`src/hw/rtl/ille_ram.sv`:
```
// Generic single write, single read RAM with registered read data.
module ille_ram #(
    parameter int WIDTH = 9,
    parameter int DEPTH = 256
) (
    input  logic                     i_clk,
    input  logic                     i_we,
    input  logic [$clog2(DEPTH)-1:0] i_waddr,
    input  logic [WIDTH-1:0]         i_wdata,
    input  logic [$clog2(DEPTH)-1:0] i_raddr,
    output logic [WIDTH-1:0]         o_rdata
);

    logic [WIDTH-1:0] r_mem [DEPTH];
    logic [WIDTH-1:0] r_rdata;

    always_ff @(posedge i_clk) begin
        if (i_we) begin
            r_mem[i_waddr] <= i_wdata;
        end
        r_rdata <= r_mem[i_raddr];
    end

    assign o_rdata = r_rdata;

endmodule

```
`config.mk`:
```
export PLATFORM = sky130hd
export DESIGN_NAME = ille_ram
export DESIGN_NICKNAME = d
export VERILOG_FILES = /design/src/hw/rtl/ille_ram.sv
export SDC_FILE = /design/constraint.sdc
export NUM_CORES = 2
export LEC_CHECK = 0
export ABC_AREA = 0
export BUFFER_PORTS_ARGS = -buffer_cell sky130_fd_sc_hd__buf_2
export CORE_ASPECT_RATIO = 1.1
export CORE_UTILIZATION = 43
export DETAILED_ROUTE_END_ITERATION = 8
export GPL_TIMING_DRIVEN = 0
export SLEW_MARGIN = 30
export SYNTH_ARGS = -nofsm -noshare
export SYNTH_HDL_FRONTEND = slang
export SYNTH_SLANG_ARGS = --single-unit
```
`constraint.sdc`:
```
create_clock -name i_clk -period 5.1 [get_ports i_clk]
set_input_delay 0.255 -clock i_clk [delete_from_list [all_inputs] [get_ports i_clk]]
set_output_delay 0.255 -clock i_clk [all_outputs]
set_load 0.01 [all_outputs]
```
# Word-level counts from Yosys, hierarchy flattened
# Memories as Yosys holds them, arrays and structs flattened. A register that Yosys moved wholly into a read port is not among the register bits.
# Index checks and enable logic that the tools add are counted.
totals:
  reg_bits: 0
  ramBits: 2304
  inputBits: 27
  out_inout_bits: 9
  elab_cells: 3
  mem_count: 1
op_classes:
  mux: 2
mem_list:
  columns: ["name", "words", "width", "rd", "rd_ports_with_merged_regs", "write_ports", "line", "text"]
  rows:
  - ["r_mem", 256, 9, 1, 1, 1, "14", "logic [WIDTH-1:0] r_mem [DEPTH];"]
ops:
  columns: ["op", "n"]
  rows:
  - ["$mux 1", 2]

# Depth between registers and ports, before layout
depth:
  ltp_word: 2
  depth_mapped: 11
  mapped_depth_nobuf: 6

# Least setup slack after synthesis
# Ideal clock, no wire load.
synth_path:
  path_kind: "input-to-reg"
  start: "input port i_waddr[3]"
  end: "memory r_mem[235][0], enable pin"
  setup_ns: 0.374
  arrival_ns: 1.742
  t_required_ns: 4.726
  slack_ns: 2.984
  stages: 6
  path_buffers: 3
  path_cell_list: "clkbuf_1 nor2b_1 clkbuf_1 nand4_1 clkbuf_1 nor2_1"
synth_lines:
  columns: ["item", "line", "text"]
  rows:
  - ["from (decl)", "8", "input logic [$clog2(DEPTH)-1:0] i_waddr,"]
  - ["to (decl)", "14", null]
# No word-level cell before the write port.

==> tab_implementation.tex <==
\begin{tabular}{lr}
\hline
Metric & Value \\
\hline
\multicolumn{2}{l}{\textbf{Detailed routing}} \\
\quad Detailed-route via count & $\sim$48,000 \\
\quad Via-per-instance ratio & roughly 6.4 \\
\quad Drt first-iter violations & about 7,400 \\
\quad DRC errors left & 0 \\
\quad First-pass iteration count of the detailed router & 7 \\
\quad Post-Route WL & between 200 and 300 mm \\
\quad Post-DR wirelength/cell & between 30 and 40 µm \\
\quad Count of nets left with antenna violations after detail routing & 0 \\
\multicolumn{2}{l}{\textbf{Critical path}} \\
\quad FF-to-FF setup slack & around 1800 ps \\
\quad Worst path max stage delay & 880 ps \\
\quad Critical path endpoint category & flop \\
\quad Worst endpoint required time & approximately 5800 ps \\
\quad Critical Path AT & between 4000 and 5000 ps \\
\quad Crit Path Max Fanout & 10 \\
\quad Sort of element at the start of the critical path & primary input \\
\quad End of the worst register-to-register path & o\_rdata[0]\$\_DFF\_P\_ \\
\quad Origin of the critical flop-to-flop path & r\_mem[211][0]\$\_DFFE\_PP\_ \\
\quad Cell breakdown of the critical path & buf\_2 > buf\_2 > clkinv\_1 > nand2\_1 > o22ai\_1 > nor3\_1 > nor4\_2 > nor4\_2 \\
\quad WS Path Type & primary input to flop \\
\quad Standard cell with the maximum stage delay on the critical path & sky130\_fd\_sc\_hd\_\_clkinv\_1 \\
\quad Number of cells on the worst reg-to-reg path & 6 \\
\multicolumn{2}{l}{\textbf{Run status}} \\
\quad Outcome & finished clean \\
\multicolumn{2}{l}{\textbf{Power and ir drop}} \\
\quad P\_leak & 31.42 nW \\
\quad Maximum resistive drop on vdd & 0.2972 mV \\
\quad Pwr per Cell Area & 392.4 mW/mm² \\
\multicolumn{2}{l}{\textbf{Placed design}} \\
\quad PortBufs & 27 \\
\quad Post-detailed-placement half-perimeter wirelength & between 150 and 200 mm \\
\quad DP Worst Slack & just under 400 ps \\
\quad Weighted congestion reported at the end of routability-driven placement & $\sim$1.0 \\
\multicolumn{2}{l}{\textbf{Finish}} \\
\quad Layout-stage area growth over the synthesis result & 14.25\% \\
\quad Filler cells & 16,530 \\
\quad Fraction of final layout cells sized beyond drive strength 1 & a little over a quarter \\
\quad Register area & just under 0.07 mm² \\
\quad Core Util, Final & between 40 and 50\% \\
\quad Number of nets in the layout & approximately 4,600 \\
\quad Area used by multi-input combinational logic & $\sim$0.019 mm² \\
\multicolumn{2}{l}{\textbf{Clock network}} \\
\quad Worst-Skew Late Latency & $\sim$900 ps \\
\quad Clock root buffer master & sky130\_fd\_sc\_hd\_\_clkbuf\_16 \\
\quad Count of hold buffers inserted by post-cts repair & 9 \\
\quad Worst-case clock buffer depth & 3 \\
\quad Number of CTS-inserted buffers & 225 \\
\quad Number of clock sinks & approximately 2,300 \\
\quad Post-CTS repair timing setup buffer count & 0 \\
\quad Quantity of gates resized following cts & 0 \\
\quad TritonCTS clock tree & yes \\
\quad Clock-pin transition on the worst setup and hold timing paths & $\sim$60 ps \\
\quad Number of H-tree branching levels & 4 \\
\multicolumn{2}{l}{\textbf{Logic synthesis}} \\
\quad Synthesized instance count & about 4,200 \\
\quad Dominant cell by count in the synthesized netlist & sky130\_fd\_sc\_hd\_\_edfxtp\_1 \\
\quad Library cell occupying the most area in the post-synthesis netlist & sky130\_fd\_sc\_hd\_\_edfxtp\_1 \\
\quad Top FF cell, synth & sky130\_fd\_sc\_hd\_\_edfxtp\_1 \\
\quad Count of distinct cell types in the synthesized netlist & between 50 and 60 \\
\quad Dominant cells by area after synthesis & sky130\_fd\_sc\_hd\_\_edfxtp\_1, sky130\_fd\_sc\_hd\_\_mux4\_2, sky130\_fd\_sc\_hd\_\_mux2i\_1 \\
\quad Post-synthesis async set-or-reset flop share & 0\% \\
\quad Seq/Total Area, Yosys & around 78\% \\
\quad Commonest cells post-synth & sky130\_fd\_sc\_hd\_\_edfxtp\_1, sky130\_fd\_sc\_hd\_\_mux4\_2, sky130\_fd\_sc\_hd\_\_nor2\_1 \\
\quad EDFF count, synth & around 2,300 \\
\quad Top-area cell type share of the netlist area & 77.50\% \\
\quad Net count after synthesis & about 4,300 \\
\quad Warning count from the yosys run & 0 \\
\quad Synthesized area & around 0.09 mm² \\
\quad Synthesized area divided by synthesized cell count & roughly 21 µm² \\
\quad Register bit total from synthesis & between 2,000 and 2,500 \\
\multicolumn{2}{l}{\textbf{Floorplanning}} \\
\quad Number of rows created at floorplan & between 150 and 200 \\
\quad Core area & around 0.21 mm² \\
\quad Starting density of the core & a little over two fifths \\
\quad Height of the die & 479.9 µm \\
\quad I/O pin cnt & 36 \\
\quad Die Span X & about 440 µm \\
\quad Total Die Area & around 0.21 mm² \\
\multicolumn{2}{l}{\textbf{STA}} \\
\quad Final setup vio count & 0 \\
\quad Least setup slack across all paths after layout & roughly 980 ps \\
\quad Final period util & about four fifths \\
\quad Setup skew after layout & 34.48 ps \\
\quad Period minus WS final & between 4000 and 5000 ps \\
\quad Final Hold Fails & 0 \\
\quad Setup repair after global routing missed its margin & no \\
\quad Slew at the pin closest to its max-slew limit & 1198 ps \\
\quad Worst relative slew slack & 19.42\% \\
\quad Achievable clock frequency & approximately 0.24 GHz \\
\quad Final Slew Violations & 0 \\
\multicolumn{2}{l}{\textbf{Worst hold path}} \\
\quad Tightest Hold Check Type & primary input to flop \\
\quad Min-Delay Startpoint & i\_waddr[6] \\
\quad Count of cells along the worst hold path & 3 \\
\quad Destination of the worst hold path & r\_mem[195][4]\$\_DFFE\_PP\_ \\
\multicolumn{2}{l}{\textbf{Run}} \\
\quad Max-cap check violation count & 0 \\
\multicolumn{2}{l}{\textbf{GRT}} \\
\quad Number of global-route vias before repair & around 46,000 \\
\quad Grt ovf & 0 \\
\quad Tot GR Track Use & 28.01\% \\
\quad Number of antenna violations at the first check in global routing & 17 \\
\quad Wire length of the first global-routing pass & about 390 mm \\
\quad Pin count of the biggest net entering global routing & between 100 and 150 \\
\hline
\end{tabular}
metrics by stage:
step / hold WS [ps] / cell area, µm² / total power, mW / setup TNS [ps] / std cells
floorplan: 353.9 / 89280 / 22.37 / 0 / 4237
global placement: 652.5 / 92850 / 23.66 / -3592 / 7007
detailed placement: 620.6 / 94520 / 23.71 / 0 / 7049
CTS: 96.06 / 101900 / 40.01 / 0 / 7482
global route: 186.0 / 102000 / 40.75 / 0 / 7493
finish: 152.1 / 102000 / 40.03 / 0 / 7498
worst max path at each step:
stage          cells past startpoint       start                 endpoint
2_1_floorplan                      6  i_waddr[3]  r_mem[235][0]$_DFFE_PP_
3_3_place_gp                       8  i_raddr[1]       o_rdata[2]$_DFF_P_
3_5_place_dp                       8  i_raddr[2]       o_rdata[2]$_DFF_P_
4_1_cts                            8  i_raddr[2]       o_rdata[2]$_DFF_P_
5_1_grt                            8  i_raddr[2]       o_rdata[2]$_DFF_P_
6_report                           8  i_raddr[2]       o_rdata[2]$_DFF_P_
where the power goes:
group,internal (mW),switching [mW],leakage [nW]
combinational,0.701,1.71,7.10
clock,9.27,7.38,3.54
sequential,21.0,0.0121,20.8
layer usage:
| layer | vias up | global-route usage (%) | routed length [µm] |
|---|---|---|---|
| met4 | 2 | 16.08 | 19470 |
| met1 | 25400 | 36.45 | 107400 |
| met3 | 631 | 6.271 | 31260 |
| li1 | 18460 | - | - |
| met5 | - | 0 | 13 |
| met2 | 3266 | 43.60 | 137800 |
state kept, by name (all words and copies together) (netlist names):
signal / count
o_rdata: 9
r_mem: 2304
critical path, delay by kind of cell:
kind / cells / cell delay (ps)
compound gates: 1 / 220
buf+inv: 3 / 1910
simple gates: 4 / 2410
cells in the final DEF (no fill, tap or decap), types with 9 or more instances in the layout:
cell / netlist / routed
sky130_fd_sc_hd__o21ai_0: 31 / 31
sky130_fd_sc_hd__buf_2: 54 / 83
sky130_fd_sc_hd__mux4_1: 9 / 9
sky130_fd_sc_hd__clkbuf_2: 0 / 34
sky130_fd_sc_hd__nor3_1: 21 / 15
sky130_fd_sc_hd__bufinv_16: 0 / 19
sky130_fd_sc_hd__nor2b_1: 28 / 28
sky130_fd_sc_hd__buf_4: 28 / 29
sky130_fd_sc_hd__clkbuf_16: 0 / 229
sky130_fd_sc_hd__diode_2: 0 / 16
sky130_fd_sc_hd__clkinv_2: 0 / 42
sky130_fd_sc_hd__a211oi_1: 26 / 24
sky130_fd_sc_hd__nand3_1: 31 / 31
sky130_fd_sc_hd__nor2_1: 305 / 144
sky130_fd_sc_hd__mux2i_1: 177 / 177
sky130_fd_sc_hd__clkinv_1: 1 / 56
sky130_fd_sc_hd__a221oi_1: 11 / 11
sky130_fd_sc_hd__dlygate4sd3_1: 0 / 9
sky130_fd_sc_hd__o221ai_1: 35 / 35
sky130_fd_sc_hd__dfxtp_1: 9 / 9
sky130_fd_sc_hd__nand2_1: 40 / 40
sky130_fd_sc_hd__nand2b_1: 9 / 9
sky130_fd_sc_hd__mux4_2: 467 / 467
sky130_fd_sc_hd__buf_8: 12 / 22
sky130_fd_sc_hd__edfxtp_1: 2304 / 2304
sky130_fd_sc_hd__buf_16: 0 / 34
sky130_fd_sc_hd__nor2_2: 0 / 161
sky130_fd_sc_hd__a31oi_1: 10 / 10
sky130_fd_sc_hd__nor4_2: 0 / 15
sky130_fd_sc_hd__nor4_1: 27 / 12
sky130_fd_sc_hd__o22ai_1: 65 / 65
sky130_fd_sc_hd__a21oi_1: 98 / 98
sky130_fd_sc_hd__a22oi_1: 174 / 174
sky130_fd_sc_hd__buf_6: 26 / 28
sky130_fd_sc_hd__mux2_2: 21 / 21
sky130_fd_sc_hd__nand4_1: 11 / 11
sky130_fd_sc_hd__clkbuf_1: 120 / 141
cells by family (layout without fill, tap and decap cells):
family	count (synthesis)	count (layout)	share of synthesized area, %
simple gates	500	500	2.504
mux	674	674	14.29
compound gates	489	489	3.752
buf+inv	261	763	1.752
flops	2313	2313	77.70
other cells	0	16	0
layout make-up:
type                            count  share of cell area [%]
Clock inverter                    137                   1.294
Sequential cell                  2313                   68.01
Clock buffer                      287                   5.861
Inverter                            2                0.007360
Buffer                            259                   1.578
Antenna cell                       16                 0.03925
Tap cell                         2743                   3.365
Multi-Input combinational cell   1663                   18.54
Timing Repair Buffer               78                   1.305
(Power assumes the default switching activity.)
